--- src/design/msed_pkg.sv ---
// Shared types and constants for the earliest-free multi-server dispatcher.
package msed_pkg;

  // Field widths
  localparam int unsigned TimeW  = 17;
  localparam int unsigned MinW   = 10;
  localparam int unsigned FreeW  = 32;
  localparam int unsigned SumW   = 40;
  localparam int unsigned CountW = 16;
  localparam int unsigned CfgDW  = 17;
  localparam int unsigned CfgIW  = 2;

  // Register indexes
  localparam logic [CfgIW-1:0] CFG_SERVERS_IN_USE = 2'd0;
  localparam logic [CfgIW-1:0] CFG_OPEN_TIME      = 2'd1;
  localparam logic [CfgIW-1:0] CFG_CUTOFF_TIME    = 2'd2;
  localparam logic [CfgIW-1:0] CFG_SERVICE_CAP    = 2'd3;

  // Register reset values
  localparam logic [3:0]       SERVERS_RESET = 4'd8;
  localparam logic [TimeW-1:0] OPEN_RESET    = TimeW'(8 * 3600);
  localparam logic [TimeW-1:0] CUTOFF_RESET  = TimeW'(17 * 3600);
  localparam logic [MinW-1:0]  CAP_RESET     = MinW'(60);

  localparam logic [15:0] SEC_PER_MIN = 16'd60;

  // Job classes decided at the front
  typedef enum logic [1:0] {
    KIND_LATE     = 2'd0,
    KIND_ORDER    = 2'd1,
    KIND_DISPATCH = 2'd2
  } job_kind_e;

  typedef struct packed {
    logic [TimeW-1:0] arrival_seconds;
    logic [MinW-1:0]  service_minutes;
  } job_in_t;

  typedef struct packed {
    logic              accepted;
    logic              order_error;
    logic [2:0]        server_index;
    logic [FreeW-1:0]  wait_seconds;
    logic [SumW-1:0]   total_wait;
    logic [CountW-1:0] served_count;
  } job_out_t;

  // Classified job, minutes already capped
  typedef struct packed {
    job_kind_e        kind;
    logic [TimeW-1:0] arrival;
    logic [MinW-1:0]  minutes;
  } job_cls_t;

  typedef struct packed {
    logic [3:0]       servers_in_use;
    logic [TimeW-1:0] open_time;
    logic [TimeW-1:0] cutoff_time;
    logic [MinW-1:0]  service_cap;
  } cfg_t;

endpackage

--- src/design/msed_front.sv ---
// Front end: accepts jobs, caps service time and classifies late, out-of-order or dispatch.
module msed_front import msed_pkg::*; (
  input  logic     clk_i,
  input  logic     rst_ni,
  input  cfg_t     cfg_i,
  input  logic     in_valid_i,
  output logic     in_ready_o,
  input  job_in_t  in_data_i,
  output logic     push_valid_o,
  input  logic     push_ready_i,
  output job_cls_t push_data_o
);

  logic [TimeW-1:0] last_arrival_q, last_arrival_d;
  logic             late;
  logic             early;
  logic [MinW-1:0]  minutes;

  assign in_ready_o   = push_ready_i;
  assign push_valid_o = in_valid_i;

  // Classify the incoming transaction
  always_comb begin
    late    = in_data_i.arrival_seconds > cfg_i.cutoff_time;
    early   = in_data_i.arrival_seconds < last_arrival_q;
    minutes = (in_data_i.service_minutes > cfg_i.service_cap) ? cfg_i.service_cap
                                                              : in_data_i.service_minutes;
    push_data_o.arrival = in_data_i.arrival_seconds;
    push_data_o.minutes = minutes;
    if (late) begin
      push_data_o.kind = KIND_LATE;
    end else if (early) begin
      push_data_o.kind = KIND_ORDER;
    end else begin
      push_data_o.kind = KIND_DISPATCH;
    end
  end

  // Track the last dispatched arrival for the order check
  always_comb begin
    last_arrival_d = last_arrival_q;
    if (in_valid_i && push_ready_i && !late && !early) begin
      last_arrival_d = in_data_i.arrival_seconds;
    end
  end

  always_ff @(posedge clk_i or negedge rst_ni) begin
    if (!rst_ni) begin
      last_arrival_q <= '0;
    end else begin
      last_arrival_q <= last_arrival_d;
    end
  end

endmodule

--- src/design/msed_queue.sv ---
// Two-entry queue of classified jobs between front and back.
module msed_queue import msed_pkg::*; (
  input  logic     clk_i,
  input  logic     rst_ni,
  input  logic     push_valid_i,
  output logic     push_ready_o,
  input  job_cls_t push_data_i,
  output logic     pop_valid_o,
  input  logic     pop_ready_i,
  output job_cls_t pop_data_o
);

  job_cls_t   mem_q [2];
  logic       wr_ptr_q, wr_ptr_d;
  logic       rd_ptr_q, rd_ptr_d;
  logic [1:0] count_q, count_d;
  logic       do_push;
  logic       do_pop;

  assign push_ready_o = (count_q != 2'd2);
  assign pop_valid_o  = (count_q != 2'd0);
  assign pop_data_o   = mem_q[rd_ptr_q];
  assign do_push      = push_valid_i && push_ready_o;
  assign do_pop       = pop_valid_o && pop_ready_i;

  // Advance pointers and occupancy
  always_comb begin
    wr_ptr_d = do_push ? ~wr_ptr_q : wr_ptr_q;
    rd_ptr_d = do_pop ? ~rd_ptr_q : rd_ptr_q;
    count_d  = count_q;
    if (do_push && !do_pop) begin
      count_d = count_q + 2'd1;
    end else if (do_pop && !do_push) begin
      count_d = count_q - 2'd1;
    end
  end

  always_ff @(posedge clk_i or negedge rst_ni) begin
    if (!rst_ni) begin
      wr_ptr_q <= 1'b0;
      rd_ptr_q <= 1'b0;
      count_q  <= '0;
    end else begin
      wr_ptr_q <= wr_ptr_d;
      rd_ptr_q <= rd_ptr_d;
      count_q  <= count_d;
    end
  end

  // Store entries
  always_ff @(posedge clk_i) begin
    if (do_push) begin
      mem_q[wr_ptr_q] <= push_data_i;
    end
  end

endmodule

--- src/design/msed_back.sv ---
// Back end: earliest-free server search, free-time update, running totals and result register.
module msed_back import msed_pkg::*; #(
  parameter int unsigned MAX_SERVERS = 8
) (
  input  logic             clk_i,
  input  logic             rst_ni,
  input  cfg_t             cfg_i,
  input  logic             reload_i,
  input  logic [TimeW-1:0] reload_time_i,
  input  logic             pop_valid_i,
  output logic             pop_ready_o,
  input  job_cls_t         pop_data_i,
  output logic             out_valid_o,
  input  logic             out_ready_i,
  output job_out_t         out_data_o
);

  localparam int unsigned Lvl   = (MAX_SERVERS > 1) ? $clog2(MAX_SERVERS) : 1;
  localparam int unsigned Leafs = 1 << Lvl;
  localparam int unsigned Nodes = 2 * Leafs - 1;

  localparam logic ST_FIND = 1'b0;
  localparam logic ST_UPD  = 1'b1;

  logic [FreeW-1:0]  free_q [MAX_SERVERS];
  logic              state_q, state_d;
  job_cls_t          job_q;
  logic [FreeW-1:0]  best_q;
  logic [Lvl-1:0]    bidx_q;
  logic [SumW-1:0]   wait_sum_q, wait_sum_d;
  logic [CountW-1:0] count_q, count_d;
  job_out_t          out_q, out_d;
  logic              out_valid_q, out_valid_d;

  logic [7:0]        n_eff;
  logic [FreeW-1:0]  leaf_val [Leafs];
  logic [FreeW-1:0]  tval [Nodes];
  logic [Lvl-1:0]    tidx [Nodes];
  logic              tact [Nodes];

  logic              upd_go;
  logic              dispatch;
  logic [FreeW-1:0]  arr32;
  logic [FreeW-1:0]  start;
  logic [FreeW-1:0]  wait_s;
  logic [15:0]       svc_sec;
  logic [FreeW:0]    fin_sum;
  logic [FreeW-1:0]  fin;
  logic [SumW:0]     sum_ext;
  logic [Lvl+2:0]    bidx_ext;

  // Clamp the active server count to 1..MAX_SERVERS
  always_comb begin
    if (cfg_i.servers_in_use == 4'd0) begin
      n_eff = 8'd1;
    end else if ({4'd0, cfg_i.servers_in_use} > 8'(MAX_SERVERS)) begin
      n_eff = 8'(MAX_SERVERS);
    end else begin
      n_eff = {4'd0, cfg_i.servers_in_use};
    end
  end

  // Pad the server times to a power of two
  for (genvar g = 0; g < Leafs; g++) begin : g_leaf
    if (g < MAX_SERVERS) begin : g_real
      assign leaf_val[g] = free_q[g];
    end else begin : g_pad
      assign leaf_val[g] = '0;
    end
  end

  // Minimum tree, lower index wins a tie
  always_comb begin
    for (int g = 0; g < Leafs; g++) begin
      tval[Leafs-1+g] = leaf_val[g];
      tidx[Leafs-1+g] = Lvl'(g);
      tact[Leafs-1+g] = 8'(g) < n_eff;
    end
    for (int k = Leafs - 2; k >= 0; k--) begin
      if (tact[2*k+1] && (!tact[2*k+2] || tval[2*k+1] <= tval[2*k+2])) begin
        tval[k] = tval[2*k+1];
        tidx[k] = tidx[2*k+1];
      end else begin
        tval[k] = tval[2*k+2];
        tidx[k] = tidx[2*k+2];
      end
      tact[k] = tact[2*k+1] || tact[2*k+2];
    end
  end

  assign pop_ready_o = (state_q == ST_FIND);
  assign upd_go      = (state_q == ST_UPD) && (!out_valid_q || out_ready_i);
  assign out_valid_o = out_valid_q;
  assign out_data_o  = out_q;

  // Compute wait, finish time and totals for the held job
  always_comb begin
    dispatch = (job_q.kind == KIND_DISPATCH);
    arr32    = {{(FreeW-TimeW){1'b0}}, job_q.arrival};
    if (best_q > arr32) begin
      wait_s = best_q - arr32;
      start  = best_q;
    end else begin
      wait_s = '0;
      start  = arr32;
    end
    svc_sec  = {6'd0, job_q.minutes} * SEC_PER_MIN;
    fin_sum  = {1'b0, start} + {{(FreeW-15){1'b0}}, svc_sec};
    fin      = fin_sum[FreeW] ? '1 : fin_sum[FreeW-1:0];
    sum_ext  = {1'b0, wait_sum_q} + {{(SumW-FreeW+1){1'b0}}, wait_s};
    bidx_ext = {3'd0, bidx_q};

    wait_sum_d = wait_sum_q;
    count_d    = count_q;
    if (upd_go && dispatch) begin
      wait_sum_d = sum_ext[SumW] ? '1 : sum_ext[SumW-1:0];
      count_d    = (count_q == '1) ? count_q : count_q + 16'd1;
    end

    out_d.accepted     = dispatch;
    out_d.order_error  = (job_q.kind == KIND_ORDER);
    out_d.server_index = dispatch ? bidx_ext[2:0] : 3'd0;
    out_d.wait_seconds = dispatch ? wait_s : '0;
    out_d.total_wait   = wait_sum_d;
    out_d.served_count = count_d;
  end

  // Sequence: search on pop, update once the result register is free or being read
  always_comb begin
    state_d     = state_q;
    out_valid_d = out_valid_q;
    if (out_valid_q && out_ready_i) begin
      out_valid_d = 1'b0;
    end
    unique case (state_q)
      ST_FIND: begin
        if (pop_valid_i) begin
          state_d = ST_UPD;
        end
      end
      ST_UPD: begin
        if (upd_go) begin
          out_valid_d = 1'b1;
          state_d     = ST_FIND;
        end
      end
      default: state_d = ST_FIND;
    endcase
  end

  always_ff @(posedge clk_i or negedge rst_ni) begin
    if (!rst_ni) begin
      state_q     <= ST_FIND;
      out_valid_q <= 1'b0;
      wait_sum_q  <= '0;
      count_q     <= '0;
    end else begin
      state_q     <= state_d;
      out_valid_q <= out_valid_d;
      wait_sum_q  <= wait_sum_d;
      count_q     <= count_d;
    end
  end

  // Hold the popped job and its search result; register the result
  always_ff @(posedge clk_i) begin
    if (pop_valid_i && pop_ready_o) begin
      job_q  <= pop_data_i;
      best_q <= tval[0];
      bidx_q <= tidx[0];
    end
    if (upd_go) begin
      out_q <= out_d;
    end
  end

  // Server free times: reload on open-time write, update on dispatch
  always_ff @(posedge clk_i or negedge rst_ni) begin
    if (!rst_ni) begin
      for (int i = 0; i < MAX_SERVERS; i++) begin
        free_q[i] <= {{(FreeW-TimeW){1'b0}}, OPEN_RESET};
      end
    end else if (reload_i) begin
      for (int i = 0; i < MAX_SERVERS; i++) begin
        free_q[i] <= {{(FreeW-TimeW){1'b0}}, reload_time_i};
      end
    end else if (upd_go && dispatch) begin
      for (int i = 0; i < MAX_SERVERS; i++) begin
        if (Lvl'(i) == bidx_q) begin
          free_q[i] <= fin;
        end
      end
    end
  end

endmodule

--- src/design/multi_server_earliest_free_dispatch_core.sv ---
// A job passes through a queue entry, the back end's job and search-result registers and
// the result register; the back end takes a new job only after it has written back the
// previous one to the server free-time registers (search and register, then write back).
// A two-entry queue decouples intake from dispatch; input stalls only when it is full.
// Reset (asynchronous, active low) restores register defaults, sets every server free at
// the open time, and clears last arrival, wait total and job count.
module multi_server_earliest_free_dispatch_core import msed_pkg::*; #(
  parameter int unsigned MAX_SERVERS = 8
) (
  input  logic             clk_i,
  input  logic             rst_ni,
  input  logic             cfg_we_i,
  input  logic [CfgIW-1:0] cfg_idx_i,
  input  logic [CfgDW-1:0] cfg_wdata_i,
  input  logic             in_valid_i,
  output logic             in_ready_o,
  input  job_in_t          in_data_i,
  output logic             out_valid_o,
  input  logic             out_ready_i,
  output job_out_t         out_data_o
);

  cfg_t     cfg_q, cfg_d;
  logic     reload;
  logic     push_valid;
  logic     push_ready;
  job_cls_t push_data;
  logic     pop_valid;
  logic     pop_ready;
  job_cls_t pop_data;

  // Decode configuration writes
  always_comb begin
    cfg_d  = cfg_q;
    reload = 1'b0;
    if (cfg_we_i) begin
      unique case (cfg_idx_i)
        CFG_SERVERS_IN_USE: cfg_d.servers_in_use = cfg_wdata_i[3:0];
        CFG_OPEN_TIME: begin
          cfg_d.open_time = cfg_wdata_i[TimeW-1:0];
          reload          = 1'b1;
        end
        CFG_CUTOFF_TIME:    cfg_d.cutoff_time = cfg_wdata_i[TimeW-1:0];
        CFG_SERVICE_CAP:    cfg_d.service_cap = cfg_wdata_i[MinW-1:0];
        default:            cfg_d = cfg_q;
      endcase
    end
  end

  always_ff @(posedge clk_i or negedge rst_ni) begin
    if (!rst_ni) begin
      cfg_q.servers_in_use <= SERVERS_RESET;
      cfg_q.open_time      <= OPEN_RESET;
      cfg_q.cutoff_time    <= CUTOFF_RESET;
      cfg_q.service_cap    <= CAP_RESET;
    end else begin
      cfg_q <= cfg_d;
    end
  end

  msed_front u_front (
    .clk_i        (clk_i),
    .rst_ni       (rst_ni),
    .cfg_i        (cfg_q),
    .in_valid_i   (in_valid_i),
    .in_ready_o   (in_ready_o),
    .in_data_i    (in_data_i),
    .push_valid_o (push_valid),
    .push_ready_i (push_ready),
    .push_data_o  (push_data)
  );

  msed_queue u_queue (
    .clk_i        (clk_i),
    .rst_ni       (rst_ni),
    .push_valid_i (push_valid),
    .push_ready_o (push_ready),
    .push_data_i  (push_data),
    .pop_valid_o  (pop_valid),
    .pop_ready_i  (pop_ready),
    .pop_data_o   (pop_data)
  );

  msed_back #(
    .MAX_SERVERS (MAX_SERVERS)
  ) u_back (
    .clk_i         (clk_i),
    .rst_ni        (rst_ni),
    .cfg_i         (cfg_q),
    .reload_i      (reload),
    .reload_time_i (cfg_wdata_i[TimeW-1:0]),
    .pop_valid_i   (pop_valid),
    .pop_ready_o   (pop_ready),
    .pop_data_i    (pop_data),
    .out_valid_o   (out_valid_o),
    .out_ready_i   (out_ready_i),
    .out_data_o    (out_data_o)
  );

endmodule
--- config.mk ---
export PLATFORM = sky130hd
export DESIGN_NAME = multi_server_earliest_free_dispatch_core
export DESIGN_NICKNAME = d
export VERILOG_FILES = /design/src/design/msed_pkg.sv /design/src/design/msed_front.sv /design/src/design/msed_queue.sv /design/src/design/msed_back.sv /design/src/design/multi_server_earliest_free_dispatch_core.sv
export SDC_FILE = /design/constraint.sdc
export NUM_CORES = 2
export LEC_CHECK = 0
export BUFFER_PORTS_ARGS = -buffer_cell sky130_fd_sc_hd__buf_2
export CORE_UTILIZATION = 25
export DETAILED_ROUTE_END_ITERATION = 10
export GPL_ROUTABILITY_DRIVEN = 0
export HOLD_SLACK_MARGIN = 0.15
export PLACE_DENSITY_LB_ADDON = 0.12
export SLEW_MARGIN = 5
export SYNTH_ARGS = -nofsm -noshare
export SYNTH_HDL_FRONTEND = slang
export SYNTH_HIERARCHICAL = 1
export SYNTH_SLANG_ARGS = --single-unit
--- constraint.sdc ---
create_clock -name clk_i -period 7.29 [get_ports clk_i]
set_input_delay 1.458 -clock clk_i [delete_from_list [all_inputs] [get_ports clk_i]]
set_output_delay 1.458 -clock clk_i [all_outputs]
set_load 0.1 [all_outputs]
# Word-level counts from Yosys, hierarchy flattened
# Memories as Yosys holds them, arrays and structs flattened. A register that Yosys moved wholly into a read port is not among the register bits.
# Index checks and enable logic that the tools add are counted.
# totals
regBits	494
out_inout_bits	95
word_cells	187
ram_bits	58
memories	1
in_bits	51
# memory_table
memory	words	word_bits	rd	rd_ports_with_merged_regs	wr	line	rtl
u_queue.mem_q	2	29	1	1	1	msed_queue.sv:13	job_cls_t mem_q [2];
# classes
n_mul	1
addsub	6
n_reduce_logical	67
mux	48
bitwise_logic	3
order_cmp	20
n_eq_ne	14
# ops
op	count
$mux 32	18
$mux 256	2
$le 32x32->1	7
$mux 40	2
$add 40x32->41	1
$add 32x16->33	1
$gt 32x17->1	1
$mux 16	2
$sub 32x17->32	1
$reduce_and 2->1	11
$reduce_bool 2->1	11
$gt 17x17->1	1
$lt 17x17->1	1
$add 16x1->16 const B	1
$eq 16x16->1 const B	1
$logic_and 1x1->1	16
$lt 3x4->1 const A	4
$logic_or 1x1->1	14
$mul 10x4->14 const B	1
$mux 1	13
$eq 3x3->1 const A	4
$logic_not 1->1	12
$mux 2	6
$gt 10x10->1	1
18 further kinds	27

# Logic depth before layout (Yosys ltp)
# depth
depth_word	16
depth_mapped	35

# Hierarchy
# Netlist, hierarchy kept.
# by_module_without_submodules
module	area_per_inst_um2	cells_each	instances	seq_area_each_um2
msed_back	30908.4	3199	1	12612.1
msed_queue	2313.5	108	1	1841.8
msed_front	2070.7	220	1	425.4
multi_server_earliest_free_dispatch_core	1936.9	103	1	1222.4

# Worst setup path after synthesis
# Ideal clock, no wire load.
# synth_path
path_kind	register to register
from	register u_back/free_q[158] (netlist bit)
to	register u_back.best_q[10] (data pin)
setup_time_ns	0.259
path_buffers	4
period_less_slack_ns	7.886
arrival_ns	7.627
path_slack_ns	-0.596
path_stages_with_launch	31
cell_sequence	dfrtp_1 -> inv_1 -> ha_1 -> nand4_1 -> or3_1 -> or4_1 -> o32a_1 -> a21oi_1 -> clkbuf_1 -> mux2i_1 -> ha_1 -> nand3_1 -> nor3_1 -> o21ai_0 -> a31oi_1 -> o41ai_1 -> a21oi_1 -> clkbuf_1 -> mux2i_1 -> ha_1 -> nand4_1 -> nor2_1 -> nand3_1 -> or3_1 -> or4_1 -> o211ai_1 -> or2_2 -> clkbuf_1 -> clkbuf_1 -> nor2_1 -> a211o_1
# synth_rtl
element	line	rtl
start: declaration	msed_back.sv:25	logic [FreeW-1:0] free_q [MAX_SERVERS];
start signal: indexed assignment	msed_back.sv:181	free_q[i] <= {{(FreeW-TimeW){1'b0}}, OPEN_RESET};
start signal: indexed assignment	msed_back.sv:185	free_q[i] <= {{(FreeW-TimeW){1'b0}}, reload_time_i};
start signal: indexed assignment	msed_back.sv:190	free_q[i] <= fin;
end signal: assignment	msed_back.sv:169	best_q <= tval[0];
end: declaration	msed_back.sv:28	logic [FreeW-1:0] best_q;

==> metrics.cfg <==
[run_status]
outcome = complete, but fails checks
violated_checks = setup timing

[logic_synthesis]
post_synth.cell_area_avg_um2 = 10.2
synth.net_count = 4016
syn-cell-area_um2 = 36600
syn_inst = 3596
yosysWarningCount = 6

[placement]
dp.final_hpwl_um = 96700
port_buffers = 145

[sta]
headroom_to_the_max_slew_limit_pct = 20.3
fin_skew_ps = 39.4
final.period_utilization_pct = 107
rsz0062_at_grt = yes
max_slew.worst_pin.slew_ps = 1200
fmax_mhz = 129
finalWorstPathRequiredPeriod_ps = 7760
timing.final.max_slew_violations = 0
finalWorstSetupSlack_ps = -474
finalSetupViolCount = 35
finalHoldViolCount = 0

[clock_network]
clk_pin_slew_worst_paths_ps = 60
tritoncts_sinks = 581
insertion_delay_ps = 690
clock-root-buffer = sky130_fd_sc_hd__clkbuf_16
tritoncts_clock_tree = done
htreeDepth = 3
cts.path.max_buffers = 3
cts_made_buffers = 75

[route]
drt-initial-drc-count = 1718
drt_drc = 0
detail_route.wirelength_um = 130000
vias = 29399
routedWlPerCell_um = 20.9
detail_route.vias_per_cell = 4.72
highest-signal-layer = met4
met3_length_um = 4070
met2WireLength_um = 60500
antenna_left = 0
dr.pass1.iters = 5
met1Wirelength_um = 62600

[cells_and_area]
layout_commonest_cell = sky130_fd_sc_hd__buf_4
antenna-diode-count = 0
most-common-layout-cells = sky130_fd_sc_hd__buf_4 (549), sky130_fd_sc_hd__inv_1 (335), sky130_fd_sc_hd__ha_1 (335)
nFillCells = 14932
num-nets-final = 4687
area_growth_from_synthesis_to_final_layout_pct = 31.0
layout.core_utilization_pct = 33.2
final_layout_size_suffix_gt1_share_pct = 30.8

[grt]
grt_start_max_net_pins = 114
grt_first_pass_wirelength_um = 192000
track_usage_pct = 17.4
grt_overflow_total = 0
number_of_antenna_violations_at_the_first_check_in_global_routing = 2
number_of_global_route_vias_before_repair = 29059

[critical_path]
path_max_fanout = 7
critical_path_required_ps = 7720
cp_num_buf_inv = 8
critical-path-top-delay-family = simple AND/OR/NAND/NOR gates
critPathArrivalTime_ps = 8190
cell_at_the_slowest_stage_of_the_critical_path = sky130_fd_sc_hd__or4_4
criticalPathCategory = flop to flop
setup.worst_path.start_class = flop
critical_path.max_stage_delay_ps = 520
critical_path.endpoint_type = flop

[run]
max-cap-violations = 0

[floorplanning]
floorplan.die.width_um = 384
dieArea_um2 = 148000
core_region_area_um2 = 144000
top_level_ports = 146
initial_utilization_pct = 25.3
floorplan.rows = 139
die-height_um = 384

[hold_path]
hold_class = flop to flop

registers in the layout, summed over array words and instances (netlist names):
name and flops:
u_back/arr32 17, u_back/best_q 32, u_queue/wr_ptr_q 1, u_queue/rd_ptr_q 1, u_back/job_q 12, u_back/out_data_o 93
u_front/last_arrival_q 17, u_back/bidx_q 3, u_back/free_q 256, u_back/state_q 1, u_queue/count_q 2, u_back/wait_sum_q 40
u_back/count_q 16, cfg_q 31, u_queue/mem_q 58, u_back/out_valid_o 1
worst paths after layout:
check	start	end	slack, ps	cells past startpoint
max	u_back/free_q[81]	u_back/best_q[20]	-470	35
min	u_back/count_q[9]	u_back/count_q[9]	480	1
max reg2reg	u_back/free_q[81]	u_back/best_q[20]	-470	35
min reg2reg	u_back/count_q[9]	u_back/count_q[9]	480	1
max in group asynchronous	rst_ni	u_back/free_q[249]	5250	2
min in group asynchronous	rst_ni	cfg_q[6]	730	1
cell type report:
type	instances	area, um2	area share [%]
clock buffer	104	2060	4.29
timing repair buffer	752	5960	12.4
sequential	581	15700	32.7
inverter	347	1310	2.74
clock inverter	34	373	0.778
tap	1903	2380	4.97
multi-input combinational	2510	20100	42.1
per-stage QoR:
step                setup slack (ps)  cell area, um2  TNS, ps  hold WS [ps]  instances
floorplan                       32.4           36600        0           445       3596
global placement               -1570           43400   -53760           483       6032
detailed placement             -1670           43400   -56890           475       6032
CTS                             -352           47000   -10660           488       6212
global route                    -672           47900   -21960           510       6231
finish                          -474           47900   -14390           481       6231
per-layer routing:
layer	vias to the layer above	GRT usage, %
li1	14311	-
met1	14439	24.2
met2	502	28.4
met3	147	2.18
met4	0	4.24
met5	-	0
repair_timing:
action / CTS / global route
buffers inserted: 31 / 20
pin swaps: 42 / 79
gates cloned: 12 / 4
hold buffers: 0 / 0
gates resized for setup: 158 / 149
endpoints found under the setup margin: 35 / 159
Power is left out: the tool's default activity adds up to more than one toggle a clock period on the data nets, which glitch-free logic cannot reach.
